==> src/rtl/core/ifpd_pkg.sv <==
// Package for the interrupt flag and priority dispatch core.
// Holds action and read-select codes, dispatch constants and the result type.
// No dependencies.
package ifpd_pkg;

    localparam int ACTION_W = 3;
    localparam int SEL_W    = 2;
    localparam int DATA_W   = 8;
    localparam int VEC_W    = 7;
    localparam int DELAY_W  = 2;
    localparam int SRC_N    = 5;
    localparam int SRC_IDX_W = 3;

    // actions
    localparam logic [ACTION_W-1:0] ACT_RAISE     = 3'd0;
    localparam logic [ACTION_W-1:0] ACT_CHECK     = 3'd1;
    localparam logic [ACTION_W-1:0] ACT_ENABLE    = 3'd2;
    localparam logic [ACTION_W-1:0] ACT_DISABLE   = 3'd3;
    localparam logic [ACTION_W-1:0] ACT_WR_FLAGS  = 3'd4;
    localparam logic [ACTION_W-1:0] ACT_WR_ENABLE = 3'd5;
    localparam logic [ACTION_W-1:0] ACT_READ      = 3'd6;

    // read selectors
    localparam logic [SEL_W-1:0] SEL_FLAGS  = 2'd0;
    localparam logic [SEL_W-1:0] SEL_ENABLE = 2'd1;
    localparam logic [SEL_W-1:0] SEL_MASTER = 2'd2;

    localparam logic [VEC_W-1:0]   VECTOR_BASE = 7'h40;
    localparam logic [VEC_W-1:0]   VECTOR_STEP = 7'h08;
    localparam logic [DELAY_W-1:0] DELAY_START = 2'd2;

    typedef struct packed {
        logic              fired;
        logic [VEC_W-1:0]  vector;
        logic              wake;
        logic [DATA_W-1:0] read_data;
    } result_t;

endpackage

==> src/rtl/core/ifpd_prio_enc.sv <==
// Five-source priority encoder: lowest-numbered set bit wins.
// Depends on ifpd_pkg.
module ifpd_prio_enc (
    input  logic [ifpd_pkg::SRC_N-1:0]     live,
    output logic                           hit,
    output logic [ifpd_pkg::SRC_IDX_W-1:0] idx
);
    import ifpd_pkg::*;

    always_comb begin
        hit = 1'b0;
        idx = '0;
        for (int i = SRC_N - 1; i >= 0; i--) begin
            if (live[i]) begin
                hit = 1'b1;
                idx = SRC_IDX_W'(i);
            end
        end
    end

endmodule

==> src/rtl/core/ifpd_ctrl.sv <==
// Interrupt state registers (flags, enables, master enable, enable delay)
// and the per-request action logic. Depends on ifpd_pkg and ifpd_prio_enc.
module ifpd_ctrl (
    input  logic                          aclk,
    input  logic                          aresetn,
    input  logic                          step,
    input  logic [ifpd_pkg::ACTION_W-1:0] action,
    input  logic [ifpd_pkg::DATA_W-1:0]   data,
    input  logic [ifpd_pkg::SEL_W-1:0]    read_select,
    output ifpd_pkg::result_t             result
);
    import ifpd_pkg::*;

    logic [DATA_W-1:0]  flags_reg, flags_next;
    logic [DATA_W-1:0]  enable_reg, enable_next;
    logic               master_reg, master_next;
    logic [DELAY_W-1:0] delay_reg, delay_next;

    logic [DATA_W-1:0]    flags_raised;
    logic [DATA_W-1:0]    live;
    logic                 master_eff;
    logic                 hit;
    logic [SRC_IDX_W-1:0] idx;

    assign flags_raised = (action == ACT_RAISE) ? (flags_reg | data) : flags_reg;
    assign master_eff   = master_reg | (delay_reg == 2'd1);
    assign live         = flags_raised & enable_reg;

    ifpd_prio_enc u_prio (
        .live (live[SRC_N-1:0]),
        .hit  (hit),
        .idx  (idx)
    );

    always_comb begin
        flags_next  = flags_reg;
        enable_next = enable_reg;
        master_next = master_reg;
        delay_next  = delay_reg;
        result      = '0;
        case (action)
            ACT_RAISE, ACT_CHECK: begin
                flags_next = flags_raised;
                if (delay_reg >= 2'd2) begin
                    // still counting down, nothing else this boundary
                    delay_next = delay_reg - 2'd1;
                end else begin
                    delay_next  = '0;
                    master_next = master_eff;
                    if (!master_eff) begin
                        result.wake = |live;
                    end else if (hit) begin
                        master_next       = 1'b0;
                        flags_next[idx]   = 1'b0;
                        result.fired      = 1'b1;
                        result.vector     = VECTOR_BASE + VEC_W'(idx) * VECTOR_STEP;
                    end
                end
            end
            ACT_ENABLE:    delay_next  = DELAY_START;
            ACT_DISABLE:   master_next = 1'b0;
            ACT_WR_FLAGS:  flags_next  = data;
            ACT_WR_ENABLE: enable_next = data;
            ACT_READ: begin
                case (read_select)
                    SEL_FLAGS:  result.read_data = flags_reg;
                    SEL_ENABLE: result.read_data = enable_reg;
                    SEL_MASTER: result.read_data =
                        DATA_W'(master_reg & (delay_reg == '0));
                    default:    result.read_data = '0;
                endcase
            end
            default: ;
        endcase
    end

    always_ff @(posedge aclk) begin
        if (!aresetn) begin
            flags_reg  <= '0;
            enable_reg <= '0;
            master_reg <= 1'b0;
            delay_reg  <= '0;
        end else if (step) begin
            flags_reg  <= flags_next;
            enable_reg <= enable_next;
            master_reg <= master_next;
            delay_reg  <= delay_next;
        end
    end

endmodule

==> src/rtl/core/interrupt_flag_priority_dispatch_core.sv <==
// Top level of the interrupt flag and priority dispatch core.
// Depends on ifpd_pkg and ifpd_ctrl.
//
// Usage:
//   Input channel (s_valid/s_ready): one request per handshake carrying
//   s_action, s_data and s_read_select. Result channel (m_valid/m_ready):
//   one result per request with m_fired, m_vector, m_wake, m_read_data,
//   delivered in request order.
//   Flow: an accepted request is registered in the input register, processed
//   against the interrupt state when the result stage can advance, and its
//   result is registered in the result register that drives the m_ ports.
//   Throughput: one request per cycle unless the result channel stalls; the
//   flag/enable/master/delay registers that every request reads and writes are updated as it is processed.
//   Stall: when m_ready is low with a result waiting, the processing stage
//   holds and s_ready drops once the input register is also occupied; no
//   request is lost or repeated.
//   Reset (aresetn low, synchronous): all state and the valid bits of both
//   pipeline stages are cleared; flags, enables, master enable and delay read as zero.
module interrupt_flag_priority_dispatch_core (
    input  logic                          aclk,
    input  logic                          aresetn,
    input  logic                          s_valid,
    output logic                          s_ready,
    input  logic [ifpd_pkg::ACTION_W-1:0] s_action,
    input  logic [ifpd_pkg::DATA_W-1:0]   s_data,
    input  logic [ifpd_pkg::SEL_W-1:0]    s_read_select,
    output logic                          m_valid,
    input  logic                          m_ready,
    output logic                          m_fired,
    output logic [ifpd_pkg::VEC_W-1:0]    m_vector,
    output logic                          m_wake,
    output logic [ifpd_pkg::DATA_W-1:0]   m_read_data
);
    import ifpd_pkg::*;

    logic                in_valid_reg;
    logic [ACTION_W-1:0] action_reg;
    logic [DATA_W-1:0]   data_reg;
    logic [SEL_W-1:0]    sel_reg;

    logic    out_valid_reg;
    result_t result_reg;
    result_t result_next;

    logic advance;
    logic step;

    assign advance = !out_valid_reg || m_ready;
    assign step    = in_valid_reg && advance;
    assign s_ready = !in_valid_reg || advance;

    ifpd_ctrl u_ctrl (
        .aclk        (aclk),
        .aresetn     (aresetn),
        .step        (step),
        .action      (action_reg),
        .data        (data_reg),
        .read_select (sel_reg),
        .result      (result_next)
    );

    always_ff @(posedge aclk) begin
        if (!aresetn) begin
            in_valid_reg <= 1'b0;
        end else if (s_ready) begin
            in_valid_reg <= s_valid;
        end
    end

    always_ff @(posedge aclk) begin
        if (s_valid && s_ready) begin
            action_reg <= s_action;
            data_reg   <= s_data;
            sel_reg    <= s_read_select;
        end
    end

    always_ff @(posedge aclk) begin
        if (!aresetn) begin
            out_valid_reg <= 1'b0;
        end else if (advance) begin
            out_valid_reg <= in_valid_reg;
        end
    end

    always_ff @(posedge aclk) begin
        if (step) begin
            result_reg <= result_next;
        end
    end

    assign m_valid     = out_valid_reg;
    assign m_fired     = result_reg.fired;
    assign m_vector    = result_reg.vector;
    assign m_wake      = result_reg.wake;
    assign m_read_data = result_reg.read_data;

endmodule

==> config.mk <==
export PLATFORM = sky130hd
export DESIGN_NAME = interrupt_flag_priority_dispatch_core
export DESIGN_NICKNAME = d
export VERILOG_FILES = /design/src/rtl/core/ifpd_pkg.sv /design/src/rtl/core/ifpd_prio_enc.sv /design/src/rtl/core/ifpd_ctrl.sv /design/src/rtl/core/interrupt_flag_priority_dispatch_core.sv
export SDC_FILE = /design/constraint.sdc
export NUM_CORES = 1
export LEC_CHECK = 0
export CAP_MARGIN = 20
export CORE_MARGIN = 3
export CORE_UTILIZATION = 60
export CTS_CLUSTER_SIZE = 24
export DETAILED_ROUTE_END_ITERATION = 12
export DONT_BUFFER_PORTS = 1
export GPL_ROUTABILITY_DRIVEN = 0
export PLACE_DENSITY = 0.76
export SYNTH_ARGS = -nofsm -noshare
export SYNTH_HDL_FRONTEND = slang
export SYNTH_SLANG_ARGS = --single-unit
==> constraint.sdc <==
create_clock -name aclk -period 2.4 [get_ports aclk]
set_clock_uncertainty 0.15 [all_clocks]
set_input_delay 0.36 -clock aclk [delete_from_list [all_inputs] [get_ports aclk]]
set_output_delay 0.36 -clock aclk [all_outputs]
set_load 0.005 [all_outputs]
==> flow_summary.toml, run 1 <==
[setup_path]
path_cells = "nor3_4 > a31oi_4 > nand2_1 > o31a_1"
crit_fanout = 14
cpMaxStageDelayCell = "edfxtp_1"
cp-start-kind = "flop"
end_kind = "flop"
slowest_delay_ps = 660
arrival_ps = 1950
critical_path_class = "flop to flop"
required_ps = 2300

[power_and_ir_drop]
switchingPower_mw = 0.332
pwr-share-seq_pct = 63.4
ir_drop_uv = 507
power.leakage_nw = 0.832
switching_share_pct = 22.5
total_power_mw = 1.47
comb_power_share_pct = 6.0
clockPowerShare_pct = 30.6
p_int_mw = 1.14
power_density_mw_per_mm2 = 588

[clocking]
root_buffer = "clkbuf_8"
cts_made_buffers = 5
clock_path_buffers = 2
insertion_delay_ps = 290
post-cts-setup-buffers = 0
cts.clk_slew.worst_paths_ps = 90
cts_tree = "yes"
clock-sinks = 48
htree_levels = 2

[logic_synthesis]
ys_ff_latch = 48
synth_common_cells = "edfxtp_1, dfxtp_1, mux2i_1, nor2b_1, nor2_1"
synth_top_area_share_pct = 35.5
avgSynthCellArea_sq_um = 12.0
yosysUniqueCellTypes = 56
synth_area_sq_mm = 0.00228
synthCells = 190
async_reset_ff_share_pct = 0
yosysMostFrequentCell = "edfxtp_1"
ys_seq_area_share_pct = 53.9
yosys_warnings = 0
ys.flop_type = "edfxtp_1"
synth_largest_area_cell = "edfxtp_1"
synth.area.top_cells = "edfxtp_1, dfxtp_1, mux2i_1, nor2b_1, nor2_1"
synth_edf_count = 27

[outcome]
outcome = "complete, no violations"

[timing]
timing_hold_violations_final = 0
rsz0062_at_grt = "false"
fin_tns_setup_ps = 0
slew_headroom_pct = 58.7
fmax_mhz = 488
worst_slack_ps = 351
finalCritPeriodShare_pct = 85.4
drv_slew = 0
tightest_slew_ps = 620
setup_violations = 0
min_period_ps = 2050
whs_ps = 36.7

[hold_path]
hold_class = "input pin to flop"

[cells_and_area]
drive_gt1_share_pct = 11.3
syn_to_final_growth_pct = 9.70
design_area_sq_mm = 0.00250
stdcell_count = 249
final_util_pct = 71.7
diodes = 0
final_net_count = 220

[die]
core_area_sq_mm = 0.00349
core.rowCount = 21
ios = 36
die_w_microns = 67.7
die_y_microns = 67.7
dieArea_sq_mm = 0.00458
start_util_pct = 65.3

[placement]
numPortBuffers = 0
dp_hpwl_microns = 3180
place_ws_ps = 392
placed_area_sq_mm = 0.00229
dp.cells = 229

[run]
cap_violations = 0

[global_route]
grtUsageTotal_pct = 20.9
grt-ovfl-total = 0
grt_first_pass_wirelength_microns = 7020
first_global_vias = 1402
grt_start_max_net_pins = 24
antenna_found_initial = 0

[route]
route.detailed.drc = 0
vias = 1617
wirelength_microns = 4550
via_per_inst = 6.49
drt_iter0_markers = 158
postRouteAntennaNets = 0
drtPass1Iterations = 4
wl_per_cell_microns = 18.3
## metal layers
layer  part of all wire, %  global-route usage (%)  up-vias
met2                    48                    33.0       96
met4                  0.44                    5.32        0
met3                   7.4                    5.32        3
met1                    45                    28.6      772
li1                      -                       -      746
met5                     0                       0        -
## cell usage in the layout (no fill, tap or decap), types with 3 or more instances in the layout
| cell | count |
|---|---|
| a21o_1 | 3 |
| a22o_1 | 4 |
| a22oi_1 | 4 |
| a32o_1 | 3 |
| and2_1 | 6 |
| clkbuf_8 | 5 |
| conb_1 | 3 |
| dfxtp_1 | 21 |
| dlygate4sd3_1 | 13 |
| edfxtp_1 | 27 |
| inv_1 | 3 |
| mux2i_1 | 15 |
| nand2_1 | 9 |
| nand3_1 | 4 |
| nand4_1 | 3 |
| nor2_1 | 12 |
| nor2b_1 | 14 |
| nor4b_1 | 4 |
| o21ai_0 | 3 |
| o21ba_2 | 3 |
## critical path: cells and delay by family, from the launching register on
kind / cells / cell delay (ps)
compound gates: 2 / 640
flops: 1 / 660
simple gates: 2 / 360
## path summary, 6_finish.rpt
path / startpoint / endpoint / slack, ps / depth (start not counted)
max reg2reg: action_reg[2]$_DFFE_PP_ / m_wake$_SDFFCE_PP0P_ / 350 / 4
max: action_reg[2]$_DFFE_PP_ / m_wake$_SDFFCE_PP0P_ / 350 / 4
min reg2reg: u_ctrl.delay_reg[0]$_SDFFE_PN0P_ / u_ctrl.delay_reg[0]$_SDFFE_PN0P_ / 390 / 2
min: aresetn / m_valid$_SDFFE_PN0P_ / 40 / 1
## final cells by class
cell class / count / area [sq um]
flip-flops and latches: 48 / 1230
fillers: 238 / 990
multi-input cells: 130 / 978
repair buffers: 15 / 145
clock buffers: 5 / 68.8
well taps: 46 / 57.6
clock inverters: 2 / 12.5
inverters: 3 / 11.3
## power groups by stage
stage	clock [mW]	sequential (mW)	combinational, mW
6_report	0.451	0.933	0.0879
3_5_place_dp	0	0.951	0.0707
3_3_place_gp	0	0.949	0.0678
5_1_grt	0.483	0.938	0.0957
4_1_cts	0.458	0.932	0.0710
2_1_floorplan	0	0.934	0.0759
## what timing repair did
item	in CTS	in global routing
resized for setup	0	0
hold endpoints to repair	0	13
hold buffers	0	13
## kinds of logic after synthesis
logic type | Yosys count | share of synthesized area [%]
buffers and inverters | 14 | 3.56
other | 1 | 0.164
muxes | 15 | 6.58
and+or+nand+nor | 69 | 19.2
AOI/OAI and AO/OA | 43 | 16.6
DFF | 48 | 53.9
Note: power is estimated with default switching activity, not from simulation.
==> run 2, diff against run 1 <==
Settings changed: BUFFER_PORTS_ARGS set to -buffer_cell sky130_fd_sc_hd__buf_2, CORE_UTILIZATION 60 to 56, DONT_BUFFER_PORTS 1 to unset, PLACE_DENSITY 0.76 to 0.79.
==> run 2 against run 1 <==
Wire length rose by 3.7%. Hold slack better by 37 ps. Maximum frequency about the same. Register-to-register slack barely moved. Sequential share of layout area fell by 1.4 points. Count of clock-buffer cells in the layout rose by 1. Utilization fell by 3.8 points. Sequential power hardly changed. Critical path depth unchanged. Largest cell class unchanged. Cell count grew 8.8%. Combinational power grew 9.9%.
==> flow_summary.toml, run 2 (synthesis gave the netlist of run 1 again) <==
[power_and_ir_drop]
ir_drop_uv = 383
power_density_mw_per_mm2 = 634
power.leakage_nw = 0.930

[clocking]
clock_path_buffers = 2
cts_hold_buf = 0
root_buffer = "clkbuf_8"
cts.clk_slew.worst_paths_ps = 90
ctsResizeCount = 0
clock-sinks = 48
cts_made_buffers = 5
htree_levels = 2
insertion_delay_ps = 300
post-cts-setup-buffers = 0
cts_tree = "yes"

[setup_path]
crit_fanout = 14
r2r_start = "action_reg[2]$_DFFE_PP_"
cp-start-kind = "flop"
arrival_ps = 1960
r2r-end = "m_wake$_SDFFCE_PP0P_"
required_ps = 2310
end_kind = "flop"
critical_path_class = "flop to flop"
ff2ff_setup_slack_ps = 350
r2r_cells = 4

[cells_and_area]
drive_gt1_share_pct = 25.1
final_net_count = 239
layout_common_cells = "buf_2, edfxtp_1, dfxtp_1"
final_common_cell = "buf_2"
stdcell_count = 271
multi_input_area_sq_um = 978
diodes = 0
syn_to_final_growth_pct = 12.9
nFillCells = 303
regArea_sq_mm = 0.00123

[route]
postRouteAntennaNets = 0
wirelength_microns = 4710
drtPass1Iterations = 5
vias = 1674
route.detailed.drc = 0
via_per_inst = 6.18
drt_iter0_markers = 229
wl_per_cell_microns = 17.4

[die]
die_y_microns = 69.9
die_w_microns = 69.9
ios = 36
start_util_pct = 60.1
dieArea_sq_mm = 0.00488
core_area_sq_mm = 0.00380
core.rowCount = 22

[placement]
numPortBuffers = 32
dp_hpwl_microns = 3370
dp.cells = 263

[global_route]
use_met3_pct = 5.90
met2_usage_pct = 30.8
grt_first_pass_wirelength_microns = 7380
first_global_vias = 1502
grt_start_max_net_pins = 24
use_met1_pct = 24.4
grtUsageTotal_pct = 19.2
grt-ovfl-total = 0
busiest_layer = "met2"
antenna_found_initial = 0

[timing]
slew_headroom_pct = 53.7
timing_hold_violations_final = 0
whs_ps = 74.1
drv_slew = 0
rsz0062_at_grt = "false"
finalCritPeriodShare_pct = 85.4
fin_tns_setup_ps = 0
setup_violations = 0
tightest_slew_ps = 685
fmax_mhz = 488
min_period_ps = 2050

[outcome]
outcome = "complete, no violations"

[hold_path]
min-delay-start = "s_read_select[1]"
hold_end = "sel_reg[1]$_DFFE_PP_"
hold_depth = 1
hold_class = "input pin to flop"

[run]
cap_violations = 0
==> run 2: final cells by class <==
cell class | instances | area share [%]
Tap cell | 48 | 2.33
Clock buffer | 6 | 3.20
Multi-Input combinational cell | 130 | 38.0
Timing Repair Buffer | 34 | 6.80
Inverter | 3 | 0.437
Sequential cell | 48 | 47.8
Clock inverter | 2 | 1.50
==> run 2: how the worst max path moves through the flow <==
stage | startpoint | cells after the start | end
2_1_floorplan | m_ready | 4 | u_ctrl.flags_reg[4]$_SDFFE_PN0P_
3_3_place_gp | action_reg[2]$_DFFE_PP_ | 4 | m_wake$_SDFFCE_PP0P_
3_5_place_dp | action_reg[2]$_DFFE_PP_ | 4 | m_wake$_SDFFCE_PP0P_
4_1_cts | action_reg[2]$_DFFE_PP_ | 4 | m_wake$_SDFFCE_PP0P_
5_1_grt | action_reg[2]$_DFFE_PP_ | 4 | m_vector[5]$_SDFFCE_PP0P_
6_report | action_reg[2]$_DFFE_PP_ | 4 | m_wake$_SDFFCE_PP0P_
==> run 2: worst max-delay path, cell delays in order (launching register included) <==
cell and delay (ps):
edfxtp_1 650, nor3_4 150, a31oi_1 300, nand3_1 230
o31a_1 330
==> run 2: per-layer routing <==
metal  vias up  part of all wire [%]  wire length, microns
met1       777                    41                  1910
met2        99                    48                  2250
met5         -                     0                     0
li1        782                     -                     -
met4         0                   2.1                    97
met3        16                   9.6                   452
==> run 2: through the flow <==
step | setup WS, ps | cell area [sq um] | total power [mW] | util, %
floorplan | 628 | 2290 | 1.01 | -
global placement | 436 | 2460 | 1.04 | 64.7
detailed placement | 414 | 2460 | 1.04 | 64.7
CTS | 408 | 2580 | 1.64 | 67.9
global route | 259 | 2580 | 1.69 | 67.9
finish | 351 | 2580 | 1.63 | 67.9
==> run 2: power breakdown <==
group | switching (mW) | internal (mW) | total [mW]
registers | 0.0351 | 0.896 | 0.931
logic | 0.0502 | 0.0464 | 0.0966
clock network | 0.266 | 0.340 | 0.606
total | 0.351 | 1.28 | 1.63
